**src/sv/serial_byte_framer_assert.svh**
```systemverilog
// Assertion macros shared by the serial byte framer RTL.
// Expects signals named clk and rst_n in the scope where a macro is used.
`ifndef SERIAL_BYTE_FRAMER_ASSERT_SVH
`define SERIAL_BYTE_FRAMER_ASSERT_SVH

`define SBF_ASSERT_NOW(lbl, ante, cons, msg) \
    lbl: assert property (@(posedge clk) disable iff (!rst_n) (ante) |-> (cons)) \
        else $error(msg);

`define SBF_ASSERT_NEXT(lbl, ante, cons, msg) \
    lbl: assert property (@(posedge clk) disable iff (!rst_n) (ante) |=> (cons)) \
        else $error(msg);

`endif

```
**src/sv/sbf_pkg.sv**
```systemverilog
// Package for the serial byte framer: defaults, codes, state and bus types, and delimiter helper functions.
// Used by every module of the block but sbf_ram; depends on nothing.
package sbf_pkg;

    localparam int BUFFER_DEPTH_DEF    = 256;
    localparam int FIXED_FRAME_MAX_DEF = 256;
    localparam int DELIMITER_MAX_DEF   = 4;

    localparam logic [1:0] MODE_RAW   = 2'd0;
    localparam logic [1:0] MODE_FIXED = 2'd1;
    localparam logic [1:0] MODE_DELIM = 2'd2;

    localparam logic [2:0] REG_MODE    = 3'd0;
    localparam logic [2:0] REG_SIZE    = 3'd1;
    localparam logic [2:0] REG_PATTERN = 3'd2;
    localparam logic [2:0] REG_DLEN    = 3'd3;
    localparam logic [2:0] REG_LIMIT   = 3'd4;

    typedef enum logic [1:0] {
        ST_IDLE,
        ST_READ,
        ST_PACK,
        ST_PUT
    } state_t;

    typedef struct packed {
        logic accept;
        logic read_en;
        logic pack_en;
        logic put_en;
    } cmd_t;

    typedef struct packed {
        logic need_drain;
        logic piece_full;
        logic frame_done;
        logic out_free;
    } stat_t;

    function automatic logic [2:0] eff_delim_len(logic [2:0] dl, logic [2:0] cap);
        logic [2:0] l;
        l = (dl == 3'd0) ? 3'd1 : dl;
        if (l > cap)
        begin
            l = cap;
        end
        return l;
    endfunction

    function automatic logic delim_match(logic [31:0] recent, logic [31:0] pat,
                                         logic [2:0] len);
        logic ok;
        ok = 1'b1;
        for (int k = 0; k < 4; k++)
        begin
            for (int j = 0; j < 4; j++)
            begin
                if ((3'(k) < len) && (3'(j) == len - 3'd1 - 3'(k)) &&
                    (recent[8*k +: 8] != pat[8*j +: 8]))
                begin
                    ok = 1'b0;
                end
            end
        end
        return ok;
    endfunction

endpackage

```
**src/sv/sbf_ram.sv**
```systemverilog
// Generic simple dual-port RAM with one write port and a registered read port.
// Standalone; used by the framer datapath for the frame store.
module sbf_ram #(
    parameter int WIDTH = 8,
    parameter int DEPTH = 256
) (
    input  logic                     clk,
    input  logic                     we,
    input  logic [$clog2(DEPTH)-1:0] waddr,
    input  logic [WIDTH-1:0]         wdata,
    input  logic                     re,
    input  logic [$clog2(DEPTH)-1:0] raddr,
    output logic [WIDTH-1:0]         rdata
);

    logic [WIDTH-1:0] mem [DEPTH];

    always_ff @(posedge clk)
    begin
        if (we)
        begin
            mem[waddr] <= wdata;
        end
        if (re)
        begin
            rdata <= mem[raddr];
        end
    end

endmodule

```
**src/sv/sbf_ctrl.sv**
```systemverilog
// Framer controller: input handshake and the frame drain sequence.
// Depends on sbf_pkg; drives the datapath by commands and reads its status.
module sbf_ctrl
    import sbf_pkg::*;
(
    input  logic  clk,
    input  logic  rst_n,
    input  logic  in_valid,
    output logic  in_ready,
    input  stat_t stat,
    output cmd_t  cmd
);

    state_t state_reg, state_next;

    always_ff @(posedge clk or negedge rst_n)
    begin
        if (!rst_n)
        begin
            state_reg <= ST_IDLE;
        end
        else
        begin
            state_reg <= state_next;
        end
    end

    always_comb
    begin
        state_next = state_reg;
        cmd        = '0;
        in_ready   = 1'b0;
        unique case (state_reg)
            ST_IDLE:
            begin
                in_ready   = stat.out_free;
                cmd.accept = in_valid && stat.out_free;
                if (cmd.accept && stat.need_drain)
                begin
                    state_next = ST_READ;
                end
            end
            ST_READ:
            begin
                cmd.read_en = 1'b1;
                state_next  = ST_PACK;
            end
            ST_PACK:
            begin
                cmd.pack_en = 1'b1;
                state_next  = stat.piece_full ? ST_PUT : ST_READ;
            end
            ST_PUT:
            begin
                if (stat.out_free)
                begin
                    cmd.put_en = 1'b1;
                    state_next = stat.frame_done ? ST_IDLE : ST_READ;
                end
            end
            default:
            begin
                state_next = ST_IDLE;
            end
        endcase
    end

endmodule

```
**src/sv/sbf_datapath.sv**
```systemverilog
// Framer datapath: configuration registers, framing state, frame store,
// piece packing and the output register. Depends on sbf_pkg and sbf_ram.
module sbf_datapath
    import sbf_pkg::*;
#(
    parameter int BUFFER_DEPTH    = BUFFER_DEPTH_DEF,
    parameter int FIXED_FRAME_MAX = FIXED_FRAME_MAX_DEF,
    parameter int DELIMITER_MAX   = DELIMITER_MAX_DEF
) (
    input  logic        clk,
    input  logic        rst_n,
    input  logic        psel,
    input  logic        penable,
    input  logic        pwrite,
    input  logic [4:0]  paddr,
    input  logic [31:0] pwdata,
    output logic [31:0] prdata,
    input  logic [7:0]  data_byte,
    input  logic        chunk_end,
    input  cmd_t        cmd,
    output stat_t       stat,
    output logic        out_valid,
    input  logic        out_ready,
    output logic [63:0] piece_bytes,
    output logic [3:0]  piece_count,
    output logic        frame_last,
    output logic        overflow
);

    localparam int FW = $clog2(BUFFER_DEPTH + 1);
    localparam int AW = $clog2(BUFFER_DEPTH);
    localparam int CW = (FW > 10) ? FW : 10;
    localparam logic [CW-1:0] DEPTH_C = CW'(BUFFER_DEPTH);
    localparam logic [CW-1:0] FMAX_C  = CW'(FIXED_FRAME_MAX);
    localparam logic [2:0]    DCAP    = 3'((DELIMITER_MAX < 4) ? DELIMITER_MAX : 4);

    logic [1:0]  mode_reg;
    logic [8:0]  size_reg;
    logic [31:0] pattern_reg;
    logic [2:0]  dlen_reg;
    logic [8:0]  limit_reg;

    logic [FW-1:0] fill_reg, fill_next;
    logic          disc_reg, disc_next;
    logic [31:0]   recent_reg, recent_next;
    logic [2:0]    seg_reg, seg_next;

    logic [FW-1:0] dlen_cnt_reg, dlen_cnt_next;
    logic [FW-1:0] rd_idx_reg;
    logic [63:0]   piece_reg;
    logic [3:0]    cnt_reg;

    logic          out_valid_reg, out_valid_next;
    logic [63:0]   out_bytes_reg, out_bytes_next;
    logic [3:0]    out_cnt_reg, out_cnt_next;
    logic          out_last_reg, out_last_next;
    logic          out_ovf_reg, out_ovf_next;

    logic          cfg_we;
    logic          cfg_hit;
    logic [2:0]    len;
    logic [CW-1:0] lim, size_c, fill_c, f0, f1;
    logic          size_bad;
    logic [31:0]   shifted;
    logic [2:0]    seg_inc;
    logic          store_we;
    logic          need_drain;
    logic [AW-1:0] waddr;
    logic [7:0]    rdata;
    logic [FW-1:0] rd_inc;

    assign cfg_we = psel && penable && pwrite;
    assign cfg_hit = cfg_we && (paddr[4:2] <= REG_LIMIT);

    always_comb
    begin
        unique case (paddr[4:2])
            REG_MODE:    prdata = {30'd0, mode_reg};
            REG_SIZE:    prdata = {23'd0, size_reg};
            REG_PATTERN: prdata = pattern_reg;
            REG_DLEN:    prdata = {29'd0, dlen_reg};
            REG_LIMIT:   prdata = {23'd0, limit_reg};
            default:     prdata = 32'd0;
        endcase
    end

    always_ff @(posedge clk or negedge rst_n)
    begin
        if (!rst_n)
        begin
            mode_reg    <= MODE_RAW;
            size_reg    <= 9'd16;
            pattern_reg <= 32'd10;
            dlen_reg    <= 3'd1;
            limit_reg   <= 9'd256;
        end
        else if (cfg_we)
        begin
            unique case (paddr[4:2])
                REG_MODE:    mode_reg    <= pwdata[1:0];
                REG_SIZE:    size_reg    <= pwdata[8:0];
                REG_PATTERN: pattern_reg <= pwdata;
                REG_DLEN:    dlen_reg    <= pwdata[2:0];
                REG_LIMIT:   limit_reg   <= pwdata[8:0];
                default:     ;
            endcase
        end
    end

    always_comb
    begin
        len      = eff_delim_len(dlen_reg, DCAP);
        lim      = (limit_reg == 9'd0) ? CW'(1) : CW'(limit_reg);
        if (lim > DEPTH_C)
        begin
            lim = DEPTH_C;
        end
        size_c   = CW'(size_reg);
        fill_c   = CW'(fill_reg);
        size_bad = (size_c == '0) || (size_c > FMAX_C) || (size_c > DEPTH_C);
        shifted  = {recent_reg[23:0], data_byte};
        seg_inc  = (seg_reg == 3'd4) ? 3'd4 : seg_reg + 3'd1;

        if (mode_reg == MODE_FIXED)
        begin
            f0 = ((fill_c >= size_c) || (fill_c >= DEPTH_C)) ? '0 : fill_c;
        end
        else
        begin
            f0 = (fill_c >= DEPTH_C) ? '0 : fill_c;
        end
        f1    = f0 + CW'(1);
        waddr = f0[AW-1:0];

        fill_next      = fill_reg;
        disc_next      = disc_reg;
        recent_next    = recent_reg;
        seg_next       = seg_reg;
        dlen_cnt_next  = dlen_cnt_reg;
        store_we       = 1'b0;
        need_drain     = 1'b0;
        out_valid_next = out_valid_reg && !out_ready;
        out_bytes_next = out_bytes_reg;
        out_cnt_next   = out_cnt_reg;
        out_last_next  = out_last_reg;
        out_ovf_next   = out_ovf_reg;

        if (cmd.accept)
        begin
            if (mode_reg == MODE_RAW)
            begin
                out_valid_next = 1'b1;
                out_bytes_next = {56'd0, data_byte};
                out_cnt_next   = 4'd1;
                out_last_next  = chunk_end;
                out_ovf_next   = 1'b0;
            end
            else if (mode_reg == MODE_FIXED)
            begin
                if (size_bad)
                begin
                    out_valid_next = 1'b1;
                    out_bytes_next = '0;
                    out_cnt_next   = '0;
                    out_last_next  = 1'b0;
                    out_ovf_next   = 1'b1;
                end
                else
                begin
                    store_we = 1'b1;
                    if (f1 == size_c)
                    begin
                        fill_next     = '0;
                        dlen_cnt_next = FW'(f1);
                        need_drain    = 1'b1;
                    end
                    else
                    begin
                        fill_next = FW'(f1);
                    end
                end
            end
            else if (disc_reg)
            begin
                recent_next = shifted;
                seg_next    = seg_inc;
                if ((seg_inc >= len) && delim_match(shifted, pattern_reg, len))
                begin
                    disc_next   = 1'b0;
                    seg_next    = '0;
                    recent_next = '0;
                end
            end
            else
            begin
                store_we    = 1'b1;
                recent_next = shifted;
                if ((f1 >= CW'(len)) && delim_match(shifted, pattern_reg, len))
                begin
                    fill_next     = '0;
                    dlen_cnt_next = FW'(f1);
                    need_drain    = 1'b1;
                end
                else if (f1 >= lim)
                begin
                    fill_next      = '0;
                    disc_next      = 1'b1;
                    seg_next       = '0;
                    recent_next    = '0;
                    out_valid_next = 1'b1;
                    out_bytes_next = '0;
                    out_cnt_next   = '0;
                    out_last_next  = 1'b0;
                    out_ovf_next   = 1'b1;
                end
                else
                begin
                    fill_next = FW'(f1);
                end
            end
        end

        if (cmd.put_en)
        begin
            out_valid_next = 1'b1;
            out_bytes_next = piece_reg;
            out_cnt_next   = cnt_reg;
            out_last_next  = (rd_idx_reg == dlen_cnt_reg);
            out_ovf_next   = 1'b0;
        end

        if (cfg_hit)
        begin
            fill_next   = '0;
            disc_next   = 1'b0;
            recent_next = '0;
            seg_next    = '0;
        end
    end

    assign rd_inc          = rd_idx_reg + FW'(1);
    assign stat.need_drain = need_drain;
    assign stat.piece_full = (cnt_reg == 4'd7) || (rd_inc == dlen_cnt_reg);
    assign stat.frame_done = (rd_idx_reg == dlen_cnt_reg);
    assign stat.out_free   = !out_valid_reg || out_ready;

    always_ff @(posedge clk or negedge rst_n)
    begin
        if (!rst_n)
        begin
            fill_reg      <= '0;
            disc_reg      <= 1'b0;
            recent_reg    <= '0;
            seg_reg       <= '0;
            out_valid_reg <= 1'b0;
            cnt_reg       <= '0;
            rd_idx_reg    <= '0;
        end
        else
        begin
            fill_reg      <= fill_next;
            disc_reg      <= disc_next;
            recent_reg    <= recent_next;
            seg_reg       <= seg_next;
            out_valid_reg <= out_valid_next;
            if (need_drain || cmd.put_en)
            begin
                cnt_reg <= '0;
            end
            else if (cmd.pack_en)
            begin
                cnt_reg <= cnt_reg + 4'd1;
            end
            if (need_drain)
            begin
                rd_idx_reg <= '0;
            end
            else if (cmd.pack_en)
            begin
                rd_idx_reg <= rd_inc;
            end
        end
    end

    always_ff @(posedge clk)
    begin
        dlen_cnt_reg  <= dlen_cnt_next;
        out_bytes_reg <= out_bytes_next;
        out_cnt_reg   <= out_cnt_next;
        out_last_reg  <= out_last_next;
        out_ovf_reg   <= out_ovf_next;
        if (need_drain || cmd.put_en)
        begin
            piece_reg <= '0;
        end
        else if (cmd.pack_en)
        begin
            piece_reg[8*cnt_reg[2:0] +: 8] <= rdata;
        end
    end

    sbf_ram #(
        .WIDTH(8),
        .DEPTH(BUFFER_DEPTH)
    ) u_store (
        .clk  (clk),
        .we   (store_we),
        .waddr(waddr),
        .wdata(data_byte),
        .re   (cmd.read_en),
        .raddr(rd_idx_reg[AW-1:0]),
        .rdata(rdata)
    );

    assign out_valid   = out_valid_reg;
    assign piece_bytes = out_bytes_reg;
    assign piece_count = out_cnt_reg;
    assign frame_last  = out_last_reg;
    assign overflow    = out_ovf_reg;

endmodule

```
**src/sv/serial_byte_framer.sv**
```systemverilog
// Top level of the serial byte framer: controller plus datapath.
// Depends on sbf_pkg, sbf_ctrl, sbf_datapath and serial_byte_framer_assert.svh.
//
// Bytes enter one word at a time on the data_byte/chunk_end channel and leave
// as pieces of up to eight frame bytes on the piece channel; both channels
// use valid/ready. The user must set the mode and framing limits over the APB
// port while the block is idle; the block does not enforce this. A write to any
// of the five configuration registers restarts framing. In raw mode, and for a
// status word, the result is registered in the cycle after the input word is
// taken, so one byte per cycle flows while the receiver keeps up. A byte that
// completes a fixed or delimited frame starts a drain from the frame store,
// which has one registered read port: each byte passes a read and a pack state,
// each piece a put state, and no input word is taken meanwhile. Other bytes are
// stored as taken, but not while a frame is discarded or the fixed size is bad.
// When the receiver stalls, the output register holds its word and input is
// refused until it drains. After reset the block is in raw mode, with no
// framing state held; the frame store needs no clearing.
`include "serial_byte_framer_assert.svh"

module serial_byte_framer
    import sbf_pkg::*;
#(
    parameter int BUFFER_DEPTH    = BUFFER_DEPTH_DEF,
    parameter int FIXED_FRAME_MAX = FIXED_FRAME_MAX_DEF,
    parameter int DELIMITER_MAX   = DELIMITER_MAX_DEF
) (
    input  logic        clk,
    input  logic        rst_n,
    input  logic        psel,
    input  logic        penable,
    input  logic        pwrite,
    input  logic [4:0]  paddr,
    input  logic [31:0] pwdata,
    output logic [31:0] prdata,
    output logic        pready,
    input  logic        in_valid,
    output logic        in_ready,
    input  logic [7:0]  data_byte,
    input  logic        chunk_end,
    output logic        out_valid,
    input  logic        out_ready,
    output logic [63:0] piece_bytes,
    output logic [3:0]  piece_count,
    output logic        frame_last,
    output logic        overflow
);

    cmd_t  cmd;
    stat_t stat;

    assign pready = 1'b1;

    sbf_ctrl u_ctrl (
        .clk     (clk),
        .rst_n   (rst_n),
        .in_valid(in_valid),
        .in_ready(in_ready),
        .stat    (stat),
        .cmd     (cmd)
    );

    sbf_datapath #(
        .BUFFER_DEPTH   (BUFFER_DEPTH),
        .FIXED_FRAME_MAX(FIXED_FRAME_MAX),
        .DELIMITER_MAX  (DELIMITER_MAX)
    ) u_dp (
        .clk        (clk),
        .rst_n      (rst_n),
        .psel       (psel),
        .penable    (penable),
        .pwrite     (pwrite),
        .paddr      (paddr),
        .pwdata     (pwdata),
        .prdata     (prdata),
        .data_byte  (data_byte),
        .chunk_end  (chunk_end),
        .cmd        (cmd),
        .stat       (stat),
        .out_valid  (out_valid),
        .out_ready  (out_ready),
        .piece_bytes(piece_bytes),
        .piece_count(piece_count),
        .frame_last (frame_last),
        .overflow   (overflow)
    );

    `SBF_ASSERT_NOW(a_status_empty, out_valid && overflow, piece_count == 4'd0 && !frame_last, "status word carries data")
    `SBF_ASSERT_NOW(a_data_count, out_valid && !overflow, piece_count != 4'd0 && piece_count <= 4'd8, "data word count out of range")
    `SBF_ASSERT_NEXT(a_drain_blocks, cmd.accept && stat.need_drain, !in_ready, "input taken during frame drain")

endmodule

```
**config.mk**
```make
export PLATFORM = sky130hd
export DESIGN_NAME = serial_byte_framer
export DESIGN_NICKNAME = d
export VERILOG_FILES = /design/src/sv/sbf_pkg.sv /design/src/sv/sbf_ram.sv /design/src/sv/sbf_ctrl.sv /design/src/sv/sbf_datapath.sv /design/src/sv/serial_byte_framer.sv
export VERILOG_INCLUDE_DIRS = /design/src /design/src/sv
export SDC_FILE = /design/constraint.sdc
export NUM_CORES = 2
export LEC_CHECK = 0
export BUFFER_PORTS_ARGS = -buffer_cell sky130_fd_sc_hd__buf_2
export CORE_ASPECT_RATIO = 1.5
export CORE_UTILIZATION = 56
export CTS_BUF_LIST = sky130_fd_sc_hd__clkbuf_4 sky130_fd_sc_hd__clkbuf_8 sky130_fd_sc_hd__clkbuf_16
export CTS_CLUSTER_DIAMETER = 60
export CTS_CLUSTER_SIZE = 28
export DETAILED_ROUTE_END_ITERATION = 7
export PLACE_DENSITY = 0.72
export SKIP_CTS_REPAIR_TIMING = 1
export SYNTH_ARGS = -nofsm -noshare
export SYNTH_HDL_FRONTEND = slang
export SYNTH_HIERARCHICAL = 1
export SYNTH_SLANG_ARGS = --single-unit
```
**constraint.sdc**
```tcl
create_clock -name clk -period 13.4 [get_ports clk]
set_input_delay 2.01 -clock clk [delete_from_list [all_inputs] [get_ports clk]]
set_output_delay 2.01 -clock clk [all_outputs]
set_load 0.03 [all_outputs]
```
==> results.sh <==
export IMPL_outcome="finished clean"
export IMPL_place_congestion=0.895
export IMPL_ys_top_cells_by_area="edfxtp_1 69%, mux4_2 11%, dfrtp_1 2.8%"
export IMPL_min_period_ns=7.05
export IMPL_yosysMostFrequentCell="edfxtp_1"
export IMPL_worst_pin_slew_ns=1.29
export IMPL_place_hpwl_microns=141000
export IMPL_peakVddDrop_uv=141
export IMPL_finalCritPeriodShare_pct=52.6
export IMPL_cts_buffers_inserted=111
export IMPL_wire_per_inst_microns=30.1
export IMPL_antenna_found_initial=1
export IMPL_pre_cts_slack_ns=6.51
export IMPL_stdcell_area_sq_um=99400
export IMPL_switching_share_pct=29.5
export IMPL_htreeDepth=3
export IMPL_nets=5120
export IMPL_setup_tns_ns=0
export IMPL_setup_viol=0
export IMPL_endpoint_kind="register"
export IMPL_postSynthCellCount=5032
export IMPL_rsz0062_at_grt="false"
export IMPL_clk_latency_ns=0.80
export IMPL_remaining_drc_errors=0
export IMPL_final_fill_count=11700
export IMPL_syn_area_sq_um=93000
export IMPL_fmax_mhz=142
export IMPL_cp_required_ns=13.82
export IMPL_start_kind="register"
export IMPL_synth_common_cells="2134 x edfxtp_1, 454 x mux4_2, 368 x nor2_1, 191 x clkbuf_1, 183 x mux2i_1"
export IMPL_grt_max_degree=127
export IMPL_drtPass1Iterations=6
export IMPL_die_h_microns=501
export IMPL_coreArea_sq_um=164000
export IMPL_syn_nets=5120
export IMPL_grt_usage_pct=26.4
export IMPL_drv_cap=0
export IMPL_fin_ws_ns=6.35
export IMPL_maxSlewHeadroom_pct=14.1
export IMPL_hold_class="reg2reg"
export IMPL_crit_arrival_ns=7.47
export IMPL_synth_cell_type_count=88
export IMPL_ant_nets=0
export IMPL_critPathKind="reg2reg"
export IMPL_grt_pass1_vias=47500
export IMPL_num_vias=47400
export IMPL_p_leak_nw=31.8
export IMPL_cts_tree="done"
export IMPL_synth_ff_type="edfxtp_1"
export IMPL_largest_reg_flops=2048
export IMPL_wl_microns=221000
export IMPL_async_flop_share_pct=4.68
export IMPL_power_switching_mw=4.86
export IMPL_die_w_microns=335
export IMPL_yosys_warnings=6
export IMPL_fin_util_pct=60.4
export IMPL_viasPerCell=6.48
export IMPL_yosysSeqAreaShare_pct=73.2
export IMPL_synth_seq_cells=2307
export IMPL_startpoint="u_dp/size_reg[4]$_DFFE_PN1P_"
export IMPL_internal_power_mw=11.6
export IMPL_syn_area_per_cell_sq_um=18.5
export IMPL_fp_row_count=182
export IMPL_layout_drive_gt1_share_pct=19.3
export IMPL_yosysTopAreaCellShare_pct=68.9
export IMPL_start_util_pct=56.6
export IMPL_pin_count=158
export IMPL_die_area_sq_um=168000
export IMPL_skew_ns=0.0407
export IMPL_hold_violations=0
export IMPL_port_buffers=154
export IMPL_drv_slew=0
export IMPL_clockBufferDepth=3
export IMPL_power_frac_seq_pct=50.7
export IMPL_p_per_area_nw_per_um2=166
export IMPL_min_from="u_dp/piece_reg[18]$_SDFFE_PP0P_"
export IMPL_placed_area_sq_um=95500
export IMPL_synth_top_area_cell="edfxtp_1"
export IMPL_cts_root_buffer="clkbuf_16"
export IMPL_r2r_start="u_dp/size_reg[4]$_DFFE_PN1P_"
export IMPL_synth_edff_count=2134
export IMPL_crit_path_max_fanout=69
export IMPL_clk_pin_slew_ns=0.10
export IMPL_p_clk_share_pct=25.2
export IMPL_areaGrowthSynthToFinish_pct=6.84
export IMPL_p_comb_share_pct=24.2
export IMPL_drtIter0Drc=5376
export IMPL_numClockSinks=2307
export IMPL_grt_overflow=0
export IMPL_grt_pass1_wl_microns=321000
## worst max-delay path, cell delays in order (launching register included)
cell      delay, ns
dfstp_2        0.58
inv_1          0.10
ha_1           0.23
or4_1          0.42
a21oi_2        0.21
o31a_1         0.51
and2_1         0.57
ha_1           0.37
inv_1          0.15
nor2_1         0.33
nand2_1        0.13
a21oi_1        0.28
ha_1           0.21
o21a_1         0.11
o21a_1         0.12
nand2_1        0.05
o21ai_0        0.67
o311ai_1       0.29
a21oi_1        0.50
or2_2          0.20
buf_4          0.59
## layout make-up
cell class / instances / area, sq um / share of cell area [%]
Antenna cell: 2 / 5.00 / 0.00504
Clock buffer: 130 / 3030 / 3.05
Clock inverter: 66 / 828 / 0.834
Inverter: 32 / 120 / 0.121
Multi-Input combinational cell: 2338 / 22900 / 23.1
Sequential cell: 2307 / 68100 / 68.6
Tap cell: 2208 / 2760 / 2.78
Timing Repair Buffer: 242 / 1580 / 1.59
## kinds of logic after synthesis
kind of cell | share of synthesized area, %
compound gates | 4.35
xor+xnor | 1.57
fa+ha+maj | 0.471
buf+inv | 2.25
flops | 73.2
mux | 13.6
other cells | 0.00403
simple gates | 4.57
## per-layer routing
metal / vias to the layer above / part of all wire [%] / global-route usage (%)
met5: - / 0 / 0
met4: 0 / 5.0 / 12.0
met3: 421 / 6.3 / 2.94
met2: 2070 / 53 / 47.2
met1: 24900 / 35 / 32.1
li1: 20100 / - / -
## layout by cell type (no fill, tap or decap), types with 9 or more instances in the layout
cell type	netlist	routed
nand2b_1	21	21
o211ai_1	11	11
nor2b_1	42	39
nor3_1	30	29
o21ai_0	39	39
mux4_2	454	454
mux2_2	45	45
xnor2_1	111	111
a22o_1	47	47
a21oi_1	144	143
dfrtp_1	103	98
inv_6	0	11
clkbuf_4	0	10
mux2i_1	183	183
clkbuf_16	0	116
o221ai_1	46	46
buf_2	51	145
nor2_1	368	365
xor2_1	53	53
a21o_1	14	14
nor4_2	3	10
clkinv_8	0	9
a22oi_1	140	140
and2_1	98	98
nor4_1	46	39
buf_4	31	84
dfxtp_1	65	65
nand4_1	37	37
o22ai_1	32	32
edfxtp_1	2134	2134
a211oi_1	21	21
and3_1	11	10
ha_1	35	35
inv_1	30	31
inv_8	0	15
a221oi_1	13	13
nand2_1	119	119
nand3_1	64	64
## stage by stage
| stage | cells | power, mW | hold WS (ns) |
|---|---|---|---|
| finish | 7325 | 16.5 | 0.456 |
| CTS | 7323 | 16.5 | 0.456 |
| global route | 7324 | 17.0 | 0.475 |
| detailed placement | 7127 | 12.5 | 0.442 |
| floorplan | 5032 | 11.4 | 0.426 |
| global placement | 7127 | 12.5 | 0.436 |
## power groups by stage
stage                     combinational, mW  clock (mW)  sequential (mW)
after floorplan                        3.06           0             8.38
after global placement                 3.97           0             8.49
after detailed placement               4.00           0             8.50
after CTS                              4.01        4.20             8.33
after global routing                   4.20        4.43             8.35
final                                  3.98        4.14             8.33
## final timing paths
| path | slack (ns) | cells past startpoint | endpoint |
|---|---|---|---|
| setup / recovery | 6.35 | 20 | u_dp/piece_bytes[38]$_SDFFCE_PN0P_ |
| hold / removal | 0.46 | 2 | u_dp/piece_reg[18]$_SDFFE_PP0P_ |
| setup reg to reg | 6.35 | 20 | u_dp/piece_bytes[38]$_SDFFCE_PN0P_ |
| hold reg to reg | 0.46 | 2 | u_dp/piece_reg[18]$_SDFFE_PP0P_ |
| max in group asynchronous | 10.80 | 2 | u_dp/rd_idx_reg[2]$_DFFE_PN0P_ |
| min in group asynchronous | 1.22 | 1 | u_dp/pattern_reg[11]$_DFFE_PN0P_ |
No activity file was read; power rests on OpenSTA's default activity.
